$ cat src/translation_table_walker_core_assert.svh
// Assertion macros for the translation table walker core.
`ifndef TRANSLATION_TABLE_WALKER_CORE_ASSERT_SVH
`define TRANSLATION_TABLE_WALKER_CORE_ASSERT_SVH
`ifndef SYNTHESIS
// Checked on every clk edge outside of reset.
`define TTW_ASSERT(label, prop, msg) \
  label: assert property (@(posedge clk) disable iff (!rst_n) prop) else $error(msg);
// Checked on every clk edge, reset included.
`define TTW_ASSERT_ALWAYS(label, prop, msg) \
  label: assert property (@(posedge clk) prop) else $error(msg);
`else
`define TTW_ASSERT(label, prop, msg)
`define TTW_ASSERT_ALWAYS(label, prop, msg)
`endif
`endif

$ cat src/ttw_pkg.sv
// Shared types, codes and address helpers for the translation table walker.
package ttw_pkg;

  localparam int PaBits   = 48;
  localparam int VaBits   = 64;
  localparam int DescBits = 64;

  typedef enum logic {
    REQ_START = 1'b0,
    REQ_DESC  = 1'b1
  } req_type_t;

  typedef enum logic [1:0] {
    KIND_READ    = 2'd0,
    KIND_DONE    = 2'd1,
    KIND_FAULT   = 2'd2,
    KIND_IGNORED = 2'd3
  } kind_t;

  localparam logic [1:0] CFG_GRANULE = 2'd0;
  localparam logic [1:0] CFG_LEVELS  = 2'd1;
  localparam logic [1:0] CFG_ROOT    = 2'd2;

  localparam logic [1:0] GRAN_16K = 2'd1;
  localparam logic [1:0] GRAN_64K = 2'd2;

  localparam logic [1:0] DESC_TABLE = 2'b11;
  localparam logic [1:0] DESC_BLOCK = 2'b01;

  typedef struct packed {
    logic [1:0]        granule_code;
    logic [2:0]        level_count;
    logic [PaBits-1:0] root_table_base;
  } cfg_t;

  typedef struct packed {
    req_type_t           req_type;
    logic [VaBits-1:0]   virt_addr;
    logic [DescBits-1:0] descriptor;
  } item_t;

  typedef struct packed {
    kind_t             result_kind;
    logic [PaBits-1:0] paddr;
    logic [1:0]        level;
    logic              is_block;
  } result_t;

  // Bits of VA resolved per level (page shift minus 3); reserved code acts as 4K.
  function automatic logic [3:0] bits_per_level(logic [1:0] g);
    logic [3:0] s;
    case (g)
      GRAN_16K: s = 4'd11;
      GRAN_64K: s = 4'd13;
      default:  s = 4'd9;
    endcase
    return s;
  endfunction

  // Starting level; out-of-range counts clamp to 1..4.
  function automatic logic [1:0] first_level(logic [2:0] n);
    logic [1:0] l;
    case (n)
      3'd0, 3'd1: l = 2'd3;
      3'd2:       l = 2'd2;
      3'd3:       l = 2'd1;
      default:    l = 2'd0;
    endcase
    return l;
  endfunction

  // Low bit of the VA index field at a level: s * (4 - lvl) + 3, at most 55.
  function automatic logic [5:0] index_shift(logic [1:0] g, logic [1:0] lvl);
    logic [5:0] s;
    logic [5:0] steps;
    s     = {2'b00, bits_per_level(g)};
    steps = 6'd4 - {4'b0000, lvl};
    return s * steps + 6'd3;
  endfunction

  // Address of the entry for vaddr in the table at base, wrapping at 48 bits.
  function automatic logic [PaBits-1:0] entry_addr(logic [PaBits-1:0] base,
                                                   logic [VaBits-1:0] vaddr,
                                                   logic [1:0] g, logic [1:0] lvl);
    logic [VaBits-1:0] sh;
    logic [12:0]       mask;
    logic [12:0]       idx;
    sh = vaddr >> index_shift(g, lvl);
    case (g)
      GRAN_16K: mask = 13'h07ff;
      GRAN_64K: mask = 13'h1fff;
      default:  mask = 13'h01ff;
    endcase
    idx = sh[12:0] & mask;
    return base + PaBits'({idx, 3'b000});
  endfunction

  // Next-level table base: descriptor bits 47 down to the page shift.
  function automatic logic [PaBits-1:0] table_base(logic [DescBits-1:0] desc,
                                                   logic [1:0] g);
    logic [PaBits-1:0] m;
    case (g)
      GRAN_16K: m = {{(PaBits-14){1'b1}}, 14'd0};
      GRAN_64K: m = {{(PaBits-16){1'b1}}, 16'd0};
      default:  m = {{(PaBits-12){1'b1}}, 12'd0};
    endcase
    return desc[PaBits-1:0] & m;
  endfunction

endpackage

$ cat src/ttw_in_reg.sv
// Input register stage of the translation table walker.
module ttw_in_reg (
  input  logic          clk,
  input  logic          rst_n,
  input  logic          load,
  input  ttw_pkg::item_t load_item,
  input  logic          take,
  output logic          item_valid,
  output ttw_pkg::item_t item
);

  logic           valid_r, valid_nxt;
  ttw_pkg::item_t item_r;

  always_comb begin
    valid_nxt = valid_r;
    if (take) valid_nxt = 1'b0;
    if (load) valid_nxt = 1'b1;
  end

  always_ff @(posedge clk) begin
    if (!rst_n) begin
      valid_r <= 1'b0;
    end else begin
      valid_r <= valid_nxt;
    end
  end

  always_ff @(posedge clk) begin
    if (load) item_r <= load_item;
  end

  assign item_valid = valid_r;
  assign item       = item_r;

endmodule

$ cat src/ttw_walk.sv
// Walk state, descriptor decode and result register.
`include "translation_table_walker_core_assert.svh"

module ttw_walk (
  input  logic             clk,
  input  logic             rst_n,
  input  ttw_pkg::cfg_t    cfg,
  input  logic             item_valid,
  input  ttw_pkg::item_t   item,
  output logic             take,
  output logic             res_valid,
  input  logic             res_ready,
  output ttw_pkg::result_t res
);

  logic                           busy_r, busy_nxt;
  logic [1:0]                     level_r, level_nxt;
  logic [ttw_pkg::VaBits-1:0]     vaddr_r, vaddr_nxt;
  logic [ttw_pkg::PaBits-1:0]     entry_r, entry_nxt;
  logic                           res_valid_r, res_valid_nxt;
  ttw_pkg::result_t               res_r, res_nxt;
  logic [1:0]                     dtype;
  logic [1:0]                     lvl_next;

  assign take     = item_valid && (!res_valid_r || res_ready);
  assign dtype    = item.descriptor[1:0];
  assign lvl_next = level_r + 2'd1;

  always_comb begin
    busy_nxt  = busy_r;
    level_nxt = level_r;
    vaddr_nxt = vaddr_r;
    entry_nxt = entry_r;
    res_nxt   = '{result_kind: ttw_pkg::KIND_IGNORED, paddr: '0,
                  level: 2'd0, is_block: 1'b0};
    if (item.req_type == ttw_pkg::REQ_START) begin
      level_nxt = ttw_pkg::first_level(cfg.level_count);
      vaddr_nxt = item.virt_addr;
      entry_nxt = ttw_pkg::entry_addr(cfg.root_table_base, item.virt_addr,
                                      cfg.granule_code, level_nxt);
      busy_nxt  = 1'b1;
      res_nxt   = '{result_kind: ttw_pkg::KIND_READ, paddr: entry_nxt,
                    level: level_nxt, is_block: 1'b0};
    end else if (busy_r) begin
      res_nxt = '{result_kind: ttw_pkg::KIND_FAULT, paddr: entry_r,
                  level: level_r, is_block: 1'b0};
      busy_nxt = 1'b0;
      if (dtype == ttw_pkg::DESC_TABLE) begin
        if (level_r == 2'd3) begin
          res_nxt.result_kind = ttw_pkg::KIND_DONE;
        end else begin
          busy_nxt  = 1'b1;
          level_nxt = lvl_next;
          entry_nxt = ttw_pkg::entry_addr(
                        ttw_pkg::table_base(item.descriptor, cfg.granule_code),
                        vaddr_r, cfg.granule_code, lvl_next);
          res_nxt   = '{result_kind: ttw_pkg::KIND_READ, paddr: entry_nxt,
                        level: lvl_next, is_block: 1'b0};
        end
      end else if (dtype == ttw_pkg::DESC_BLOCK) begin
        res_nxt.result_kind = ttw_pkg::KIND_DONE;
        res_nxt.is_block    = 1'b1;
      end
    end
  end

  always_comb begin
    res_valid_nxt = res_valid_r;
    if (res_ready) res_valid_nxt = 1'b0;
    if (take)      res_valid_nxt = 1'b1;
  end

  always_ff @(posedge clk) begin
    if (!rst_n) begin
      busy_r      <= 1'b0;
      level_r     <= 2'd0;
      vaddr_r     <= '0;
      entry_r     <= '0;
      res_valid_r <= 1'b0;
    end else begin
      res_valid_r <= res_valid_nxt;
      if (take) begin
        busy_r  <= busy_nxt;
        level_r <= level_nxt;
        vaddr_r <= vaddr_nxt;
        entry_r <= entry_nxt;
      end
    end
  end

  always_ff @(posedge clk) begin
    if (take) res_r <= res_nxt;
  end

  assign res_valid = res_valid_r;
  assign res       = res_r;

  `TTW_ASSERT(a_start_sets_busy, take && item.req_type == ttw_pkg::REQ_START |=> busy_r, "walk not busy after a start")
  `TTW_ASSERT(a_table_done_last, res_valid_r && res_r.result_kind == ttw_pkg::KIND_DONE && !res_r.is_block |-> res_r.level == 2'd3, "table descriptor ended walk above last level")
  `TTW_ASSERT(a_ignored_idle, take && item.req_type == ttw_pkg::REQ_DESC && !busy_r |=> res_r.result_kind == ttw_pkg::KIND_IGNORED && res_r.paddr == '0 && !busy_r, "idle descriptor not ignored")
  `TTW_ASSERT(a_read_not_block, res_valid_r && res_r.result_kind == ttw_pkg::KIND_READ |-> !res_r.is_block && busy_r, "read request without an active walk")

endmodule

$ cat src/translation_table_walker_core.sv
// Top level of the translation table walker core.
// Translation table walker: walks a 64-bit multi-level translation table with a
// 4K, 16K or 64K granule and 1 to 4 levels. A start transfer (tuser 0) carries a
// virtual address and yields a read request for the first descriptor, at level
// 4 - level_count in the table at root_table_base. Each descriptor transfer
// (tuser 1) yields exactly one result: a read request for the next level
// (table descriptor), done (block descriptor, or table descriptor at level 3),
// or fault (any other type); a descriptor with no walk in progress yields kind
// "ignored" with zero address. A start during a walk restarts it. Rate: one
// transfer per cycle sustained while the result is not stalled; each item
// passes the input register, then decode and address add into the result
// register. Output back-pressure passes straight to in_tready, so a stalled
// result holds up the input only once both registers are full. Config writes
// are always accepted and belong in idle periods.
module translation_table_walker_core (
  input  logic         clk,
  input  logic         rst_n,
  // input stream
  input  logic         in_tvalid,
  output logic         in_tready,
  input  logic [127:0] in_tdata,   // [63:0] virt_addr, [127:64] descriptor
  input  logic         in_tuser,   // [0] req_type
  // result stream
  output logic         out_tvalid,
  input  logic         out_tready,
  output logic [55:0]  out_tdata,  // [47:0] paddr, [49:48] level, [50] is_block, rest 0
  output logic [1:0]   out_tuser,  // [1:0] result_kind
  // configuration writes
  input  logic         cfg_valid,
  output logic         cfg_ready,
  input  logic [1:0]   cfg_index,
  input  logic [47:0]  cfg_data
);

  ttw_pkg::cfg_t    cfg_r;
  ttw_pkg::item_t   load_item;
  ttw_pkg::item_t   item;
  ttw_pkg::result_t res;
  logic             item_valid;
  logic             take;
  logic             load;

  // Config registers; an index past the list is dropped.
  assign cfg_ready = 1'b1;

  always_ff @(posedge clk) begin
    if (!rst_n) begin
      cfg_r <= '{granule_code: 2'd0, level_count: 3'd4, root_table_base: '0};
    end else if (cfg_valid) begin
      unique case (cfg_index)
        ttw_pkg::CFG_GRANULE: cfg_r.granule_code    <= cfg_data[1:0];
        ttw_pkg::CFG_LEVELS:  cfg_r.level_count     <= cfg_data[2:0];
        ttw_pkg::CFG_ROOT:    cfg_r.root_table_base <= cfg_data;
        default: ;
      endcase
    end
  end

  // Input register is free when empty or draining into the result register.
  assign in_tready = !item_valid || take;
  assign load      = in_tvalid && in_tready;
  assign load_item = '{req_type: ttw_pkg::req_type_t'(in_tuser),
                       virt_addr: in_tdata[63:0],
                       descriptor: in_tdata[127:64]};

  ttw_in_reg u_in_reg (
    .clk        (clk),
    .rst_n      (rst_n),
    .load       (load),
    .load_item  (load_item),
    .take       (take),
    .item_valid (item_valid),
    .item       (item)
  );

  ttw_walk u_walk (
    .clk        (clk),
    .rst_n      (rst_n),
    .cfg        (cfg_r),
    .item_valid (item_valid),
    .item       (item),
    .take       (take),
    .res_valid  (out_tvalid),
    .res_ready  (out_tready),
    .res        (res)
  );

  assign out_tdata = {5'd0, res.is_block, res.level, res.paddr};
  assign out_tuser = res.result_kind;

endmodule
$ cat config.mk
export PLATFORM = sky130hd
export DESIGN_NAME = translation_table_walker_core
export DESIGN_NICKNAME = d
export VERILOG_FILES = /design/src/ttw_pkg.sv /design/src/ttw_in_reg.sv /design/src/ttw_walk.sv /design/src/translation_table_walker_core.sv
export VERILOG_INCLUDE_DIRS = /design/src /design/src/src
export SDC_FILE = /design/constraint.sdc
export NUM_CORES = 1
export LEC_CHECK = 0
export BUFFER_PORTS_ARGS = -buffer_cell sky130_fd_sc_hd__buf_2
export CORE_ASPECT_RATIO = 0.9
export CORE_MARGIN = 1.5
export CORE_UTILIZATION = 50
export CTS_BUF_LIST = sky130_fd_sc_hd__clkbuf_8
export DETAILED_ROUTE_END_ITERATION = 8
export PLACE_DENSITY = 0.71
export SYNTH_ARGS = -nofsm -noshare
export SYNTH_HDL_FRONTEND = slang
export SYNTH_SLANG_ARGS = --single-unit
$ cat constraint.sdc
create_clock -name clk -period 14 [get_ports clk]
set_input_delay 2.1 -clock clk [delete_from_list [all_inputs] [get_ports clk]]
set_output_delay 2.1 -clock clk [all_outputs]
set_load 0.01 [all_outputs]
### After elaboration in Yosys (flattened, before gate mapping)

Cells that the tools add are included.

* register bits after elaboration: 336
* output and inout bits: 61
* bits of input ports: 184

* $add $sub $neg: 7
* mux-type cells: 44
* multipliers: 2
* shifts and indexed selects: 2
* equality and inequality tests: 13
* reductions and logical operators: 17
* bitwise logic cells: 4

Operator list (count)
* $mux W48: 8
* $shr A64 B6 Y13: 2
* $mux W51: 2
* $add A48 B16 Y48: 2
* $mux W13: 5
* $mux W53: 1
* $mux W50: 1
* $and A48 B48 Y48: 1
* $pmux W16 S2: 1
* $and A13 B13 Y13: 2
* $pmux W13 S2: 1
* $mux W4: 5
* $mux W2: 7
* $add A6 B2 Y6 const B: 2
* $mul A4 B6 Y6: 2
* $mux W1: 11
* $reduce_and A2 Y1: 5
* $eq A2 B2 Y1 const B: 4
* $sub A3 B2 Y4 const A: 2
* $eq A2 B1 Y1 const B: 3
* $eq A3 B2 Y1 const B: 2
* $pmux W2 S3: 1
* $pmux W3 S2: 1
* $ne A2 B1 Y1 const B: 2
* 12 further kinds: 16

### Logic depth before layout (Yosys ltp)

Gate-level depths: netlist of the first run.

* depth after elaboration: 15
* depth in mapped cells: 31
* gate-level depth less buffers: 26

### By module

From an unflattened synthesis of the first run, not the netlist that was laid out.

* cells, all modules: 2003
* area, all modules: 21463.1 um^2

Modules (own cells, without submodules)
* ttw_walk: cells an instance 1633, area each 15383.5 um^2, seq. area each 3913.8 um^2, instances 1
* ttw_in_reg: cells an instance 132, area each 3915.0 um^2, seq. area each 3893.7 um^2, instances 1
* translation_table_walker_core: cells an instance 238, area each 2164.6 um^2, seq. area each 1061.0 um^2, instances 1

### Worst setup path before layout of the first run

No wires, ideal clock.

* path type: reg-to-reg
* from: register u_walk.level_r[0]
* to: register u_walk.res_r (netlist bit u_walk.res[49]), data pin
* arrival: 6555 ps
* path slack: 7269 ps
* buffers on the path: 8
* clock period less this slack: 6731 ps
* setup time: 176 ps
* cell stages (with the launch flop): 30
* cell sequence: dfxtp_1 -> buf_4 -> buf_6 -> buf_2 -> inv_1 -> ha_1 -> buf_6 -> xnor2_1 -> and2_1 -> ha_1 -> ha_1 -> ha_1 -> nand2_1 -> o31ai_1 -> xor2_2 -> buf_6 -> buf_8 -> buf_2 -> mux4_1 -> o211a_1 -> ha_1 -> a21o_1 -> a21oi_1 -> or4_1 -> or2_2 -> clkbuf_1 -> nor2_1 -> xor2_1 -> nor2_1 -> o32ai_1

RTL lines
* start, declared: line ttw_walk.sv:17 `logic [1:0] level_r, level_nxt;`
* start signal, assigned: line ttw_walk.sv:84 `level_r <= level_nxt;`
* end signal, assigned: line ttw_walk.sv:92 `if (take) res_r <= res_nxt;`
* end, declared: line ttw_walk.sv:21 `ttw_pkg::result_t res_r, res_nxt;`

==> flow_summary.json, run 1 <==
{
  "status": "finished with violations",
  "violations": "design-rule violations",
  "final_cell_mix": "nand2_1, buf_2, a21oi_1, dfxtp_1, edfxtp_1",
  "grt_max_degree": 93,
  "synth.area.top_cells": "edfxtp_1, mux4_2, dfxtp_1, nand2_1, a21oi_1",
  "cts-hold-fix-buffers": 0,
  "fill_cells": 3587,
  "worst-path-buf-inv": 3,
  "path_max_fanout": 74,
  "cp_data_required_time_ns": 14.34,
  "die_width_um": 221,
  "period_share": 0.596,
  "vias_per_cell": 6.29,
  "nets": 2420,
  "clk_path_buf_depth": 3,
  "clkSinkCount": 326,
  "p_leak_nw": 8.69,
  "gp_congestion": 0.919,
  "synth_top_area_frac": 0.219,
  "cts_tree": "yes",
  "synthArstFlopShare": 0,
  "busiest_layer": "met2",
  "path_clk_slew_ns": 0.06,
  "ys_ff_latch": 326,
  "netlist_area_mm2": 0.0214,
  "syn2layout_area_growth_pct": 10.8,
  "startpoint_type": "flip-flop",
  "dieArea_mm2": 0.0440,
  "drive_gt1_frac": 0.245,
  "p_per_area_mw_per_mm2": 102,
  "dp_hpwl_um": 44800,
  "wl_per_cell_um": 22.5,
  "cts_made_buffers": 53,
  "drcViolationCount": 13,
  "vias": 17500,
  "grt_pass1_wl_um": 96900,
  "drt_iter0_drc": 1950,
  "synth_edf_count": 156,
  "clock_skew_ns": 0.0484,
  "synth_cells": 2069,
  "cts_resized": 0,
  "cts-root-buf": "clkbuf_8",
  "setup_tns_ns": 0,
  "max_freq_ghz": 0.120,
  "layout_commonest_cell": "nand2_1",
  "die_y_um": 199,
  "vdd_ir_drop_max_v": 0.000106,
  "fin_crit_ns": 8.35,
  "n_antenna_cell": 0,
  "syn_area_per_cell_um2": 10.3,
  "port_buffers": 212,
  "slew_headroom": 0.191,
  "yosysTopAreaCell": "edfxtp_1",
  "met1_usage": 0.356,
  "grt_overflow": 0,
  "detail-route-antenna-nets": 0,
  "drv_cap": 0,
  "pin_count": 245,
  "worst_path_max_delay_cell": "a2111oi_0",
  "slew_violations": 0,
  "final_area_mm2": 0.0237,
  "placed_area_mm2": 0.0225,
  "synthFlopType": "dfxtp_1",
  "yosys_warnings": 0,
  "crit_chain": "inv_1 > ha_1 > inv_1 > nor2_1 > ha_1 > ha_1 > ha_1 > xor2_4 > buf_4 > mux2i_1 > mux4_2 > mux2i_1 > a21oi_1 > o31ai_1 > ha_1 > and3_1 > nand2_1 > a2111oi_0 > nor4_1 > nor3_1 > nand4_1 > xor2_1 > o22ai_1",
  "worstMarginPinSlew_ns": 1.21,
  "grt_pass1_vias": 16700,
  "synth-seq-area-share": 0.379,
  "rsz0062_at_grt": "false",
  "std_cell_rows": 71,
  "setup_viol": 0,
  "timing.critical_path.mode_cell": "ha_1",
  "synth_cell_types": 92,
  "met3_usage": 0.0404,
  "use_met2": 0.495,
  "first_pass_iters": 7,
  "core_mm2": 0.0419,
  "finalHoldViolCount": 0,
  "drt-total-wl_um": 62700,
  "grt_util_all_layers": 0.283,
  "cts_setup_buffers": 0,
  "cp.arrival_ns": 8.69,
  "initial_core_util": 0.509,
  "cts-htree-levels": 2,
  "crit_family": "adder cells",
  "clock_latency_ns": 0.68,
  "hold_path.class": "flip-flop to flip-flop",
  "antenna_found_initial": 1,
  "max_stage_delay_ns": 0.82,
  "critPathKind": "flip-flop to flip-flop",
  "crit_path_end_kind": "flip-flop"
}
[Yosys cell counts, types with 25 or more instances]
master / number
nand2_1: 314
a21oi_1: 209
dfxtp_1: 170
edfxtp_1: 156
mux4_2: 154
nor2_1: 124
mux2i_1: 101
clkbuf_1: 100
o21ai_0: 79
mux2_2: 49
ha_1: 41
xor2_1: 41
o211ai_1: 33
xnor2_1: 31
nand3_1: 30
and3_1: 25
buf_2: 25
o22ai_1: 25
[power by group]
group | internal [mW] | leakage (nW) | switching, mW
clock | 0.480 | 0.639 | 0.411
combinational | 0.187 | 5.17 | 0.247
sequential | 1.05 | 2.89 | 0.0502
[cell type report]
type	count	area (um2)	share of cell area
well taps	547	684	0.0289
inverters	23	88.8	0.00375
flip-flops and latches	326	8090	0.342
clock buffers	58	798	0.0337
multi-input cells	1553	12400	0.525
repair buffers	236	1240	0.0524
clock inverters	42	339	0.0143
[routing by layer]
layer | wire (um) | vias up | part of all wire
met1 | 25300 | 8635 | 0.40
met4 | 2360 | 0 | 0.038
met5 | 0 | - | 0
met3 | 3970 | 117 | 0.063
li1 | - | 8064 | -
met2 | 31000 | 695 | 0.49
[worst reg2reg max path, delay by kind of cell (launching register included)]
kind / cells / cell delay, ns
and+or+nand+nor: 6 / 1.31
muxes: 3 / 1.15
buffers and inverters: 3 / 1.21
xor gates and xnor gates: 2 / 0.68
adders and majority gates: 5 / 1.87
DFF: 1 / 0.32
AOI/OAI and AO/OA: 4 / 1.51
[final timing paths]
path	from	endpoint	slack [ns]	cells past startpoint
min	u_walk.vaddr_r[0]	u_walk.vaddr_r[0]	0.46	2
min reg2reg	u_walk.vaddr_r[0]	u_walk.vaddr_r[0]	0.46	2
max	cfg_r[51]	u_walk.res[25]	5.65	23
max reg2reg	cfg_r[51]	u_walk.res[25]	5.65	23
[state kept, by name, indices dropped and copies added, names as in the netlist]
register,flops
u_walk.busy_r,1
u_in_reg.item_valid,1
u_walk.level_r,2
cfg_r,53
u_walk.entry_r,48
u_walk.res,53
u_walk.res_valid,1
u_walk.vaddr_r,64
u_in_reg.item,103
[metrics by stage]
step | setup WS, ns | hold slack (ns) | total power, mW | instances | util
after floorplan | 7.27 | 0.433 | 1.42 | 2073 | -
after global placement | 6.07 | 0.449 | 1.53 | 2685 | 0.537
after detailed placement | 5.86 | 0.448 | 1.54 | 2685 | 0.537
after CTS | 5.86 | 0.456 | 2.44 | 2785 | 0.564
after global routing | 5.25 | 0.488 | 2.52 | 2785 | 0.564
final | 5.65 | 0.458 | 2.42 | 2785 | 0.564
[kinds of logic after synthesis]
kind of cell / Yosys count / share of synthesized area
adders and majority gates: 43 / 0.0259
xor gates and xnor gates: 77 / 0.0342
other: 2 / 0.000352
AOI/OAI and AO/OA: 493 / 0.143
buffers and inverters: 194 / 0.0437
muxes: 309 / 0.242
and+or+nand+nor: 625 / 0.132
DFF: 326 / 0.379
Note: power is estimated with default switching activity, not from simulation.
==> inputs of run 2 (changes only) <==
--- a/config.mk
+++ b/config.mk
@@ -6,13 +6,14 @@
 export SDC_FILE = /design/constraint.sdc
 export NUM_CORES = 1
 export LEC_CHECK = 0
+export ABC_AREA = 1
 export BUFFER_PORTS_ARGS = -buffer_cell sky130_fd_sc_hd__buf_2
 export CORE_ASPECT_RATIO = 0.9
 export CORE_MARGIN = 1.5
 export CORE_UTILIZATION = 50
 export CTS_BUF_LIST = sky130_fd_sc_hd__clkbuf_8
 export DETAILED_ROUTE_END_ITERATION = 8
-export PLACE_DENSITY = 0.71
+export PLACE_DENSITY = 0.74
 export SYNTH_ARGS = -nofsm -noshare
 export SYNTH_HDL_FRONTEND = slang
 export SYNTH_SLANG_ARGS = --single-unit
==> constraint.sdc (replaced) <==
create_clock -name clk -period 7.01 [get_ports clk]
set_input_delay 1.0515 -clock clk [delete_from_list [all_inputs] [get_ports clk]]
set_output_delay 1.0515 -clock clk [all_outputs]
set_load 0.01 [all_outputs]
==> flow_summary.json, run 2 <==
{
  "max_stage_delay_ns": 0.41,
  "final_cell_mix": "nand2_1, nand3_1, o21ai_0, inv_1, buf_2",
  "synthArstFlopShare": 0,
  "drv_cap": 0,
  "cts_setup_buffers": 0,
  "cp_data_required_time_ns": 7.46,
  "drcViolationCount": 0,
  "setup_viol": 0,
  "dp_hpwl_um": 52700,
  "fin_crit_ns": 6.26,
  "final_cells": 4020,
  "synth.most_common_cell": "nand2_1",
  "cts_tree": "yes",
  "cts-root-buf": "clkbuf_8",
  "antenna_found_initial": 1,
  "layout_commonest_cell": "nand2_1",
  "wl_met2_um": 28700,
  "period_share": 0.893,
  "hold_path.class": "flip-flop to flip-flop",
  "vias_per_cell": 5.65,
  "status": "complete, no violations",
  "dieArea_mm2": 0.0449,
  "detail-route-antenna-nets": 0,
  "n_antenna_cell": 0,
  "top_layer_used": "met4",
  "cp.arrival_ns": 6.71,
  "whs_ns": 0.464,
  "fill_cells": 4211,
  "yosys_warnings": 0,
  "netlist_area_mm2": 0.0218,
  "max_freq_ghz": 0.160,
  "drive_gt1_frac": 0.107,
  "synth_edf_count": 156,
  "largest_reg_flops": 103,
  "crit_family": "simple AND/OR/NAND/NOR gates",
  "reg2reg_to": "u_walk.res[45]",
  "worstMarginPinSlew_ns": 1.19,
  "cts-hold-fix-buffers": 0,
  "reg2reg_depth": 30,
  "vias": 22700,
  "wl_per_cell_um": 17.8,
  "worst_path_max_delay_cell": "inv_2",
  "grt_max_degree": 126,
  "cts_made_buffers": 53,
  "synthTopCellsByCount": "nand2_1, nand3_1, o21ai_0",
  "finalHoldViolCount": 0,
  "wl_met3_um": 8650,
  "syn_area_per_cell_um2": 6.60,
  "slew_violations": 0,
  "setup_tns_ns": 0,
  "rsz0062_at_grt": "false",
  "cts_resized": 0,
  "grt_util_all_layers": 0.311,
  "crit_path_end_kind": "flip-flop",
  "yosysTopAreaCell": "edfxtp_1",
  "worst-path-buf-inv": 5,
  "cp-endpoint": "u_walk.res[45]",
  "dp_cells": 3921,
  "pin_count": 245,
  "std_cell_rows": 72,
  "die_width_um": 223,
  "path_clk_slew_ns": 0.07,
  "wl_met1_um": 32200,
  "initial_core_util": 0.507,
  "synth_top_area_frac": 0.215,
  "port_buffers": 212,
  "die_y_um": 201,
  "worstSetupStartpoint": "u_walk.level_r[0]",
  "nets": 3648,
  "clkSinkCount": 326,
  "gp_congestion": 0.990,
  "startpoint_type": "flip-flop",
  "timing.critical_path.mode_cell": "nand2_1",
  "first_pass_iters": 6,
  "core_mm2": 0.0430,
  "synthFlopType": "dfxtp_1",
  "syn2layout_area_growth_pct": 10.7,
  "clock_skew_ns": 0.0264,
  "synth.area.top_cells": "edfxtp_1, nand2_1, dfxtp_1, nand3_1, o21ai_0",
  "cts-htree-levels": 2,
  "grt_pass1_vias": 19800,
  "cp.depth": 30,
  "drt-total-wl_um": 71500,
  "synth_cells": 3304,
  "vdd_ir_drop_max_v": 0.000158,
  "clk_path_buf_depth": 3,
  "reg2reg_from": "u_walk.level_r[0]",
  "ys_ff_latch": 326,
  "p_leak_nw": 10.7,
  "clock_latency_ns": 0.65,
  "rrSetupSlack_ns": 0.75,
  "slew_headroom": 0.201,
  "synth-seq-area-share": 0.371,
  "synth_cell_types": 46,
  "grt_overflow": 0,
  "drt_iter0_drc": 3116,
  "path_max_fanout": 38,
  "grt_pass1_wl_um": 110000,
  "critPathKind": "flip-flop to flip-flop",
  "p_per_area_mw_per_mm2": 228
}
run 2: cell types whose count changed in the layout (fill, tap and decap cells not counted), moves of 30 or more:
cell | before | now
inv_1 | 37 | 270
nand2_1 | 313 | 1008
o21ai_0 | 79 | 373
nor2_1 | 123 | 191
o211ai_1 | 33 | 3
mux2i_1 | 101 | 0
mux4_2 | 154 | 0
nand3_1 | 30 | 542
mux2_2 | 49 | 0
run 2: tightest hold or removal path: cells and delay by family (launching register included):
family | cells | cell delay (ns)
compound gates | 1 | 0.05
flops | 1 | 0.31
buf+inv | 1 | 0.06
run 2: kinds of logic after synthesis:
logic type	after synthesis	synth area share
adders and majority gates	43	0.0254
AOI/OAI and AO/OA	615	0.145
xor gates and xnor gates	32	0.0149
and+or+nand+nor	1825	0.354
DFF	326	0.371
buffers and inverters	461	0.0894
other	2	0.000344
run 2: per-stage QoR:
| step | utilization | setup WS (ns) | cell area [um2] | power [mW] |
|---|---|---|---|---|
| 2_1_floorplan | - | 1.95 | 21800 | 3.29 |
| 3_3_place_gp | 0.535 | 0.918 | 23000 | 3.72 |
| 3_5_place_dp | 0.535 | 0.917 | 23000 | 3.72 |
| 4_1_cts | 0.562 | 0.881 | 24200 | 5.50 |
| 5_1_grt | 0.562 | 0.254 | 24200 | 5.79 |
| 6_report | 0.562 | 0.751 | 24200 | 5.52 |
run 2: per-layer routing:
metal / track usage / vias up
met2: 0.431 / 1112
met5: 0 / -
li1: - / 11200
met1: 0.465 / 10200
met4: 0.0967 / 0
met3: 0.0860 / 107
run 2: final cells by class:
class	instances	area (um2)	share of cell area
multi-input cells	2521	11800	0.489
flip-flops and latches	326	8090	0.335
repair buffers	251	1410	0.0582
inverters	268	1010	0.0418
clock buffers	67	922	0.0382
well taps	555	694	0.0288
clock inverters	32	226	0.00938
run 2: worst min-delay path by stage:
stage | start | endpoint | slack [ns] | depth (start not counted)
finish | u_walk.vaddr_r[56] | u_walk.vaddr_r[56] | 0.46 | 2
global route | u_walk.vaddr_r[51] | u_walk.vaddr_r[51] | 0.48 | 2
CTS | u_walk.vaddr_r[7] | u_walk.vaddr_r[7] | 0.46 | 2
detailed placement | u_walk.vaddr_r[7] | u_walk.vaddr_r[7] | 0.45 | 2
global placement | u_walk.vaddr_r[7] | u_walk.vaddr_r[7] | 0.45 | 2
floorplan | u_walk.vaddr_r[0] | u_walk.vaddr_r[0] | 0.43 | 2
run 2: report_power, final:
part | switching (mW) | internal (mW) | total (mW)
clock | 0.810 | 0.975 | 1.78
combinational | 1.06 | 0.471 | 1.53
sequential | 0.0890 | 2.12 | 2.20
total | 1.96 | 3.56 | 5.52
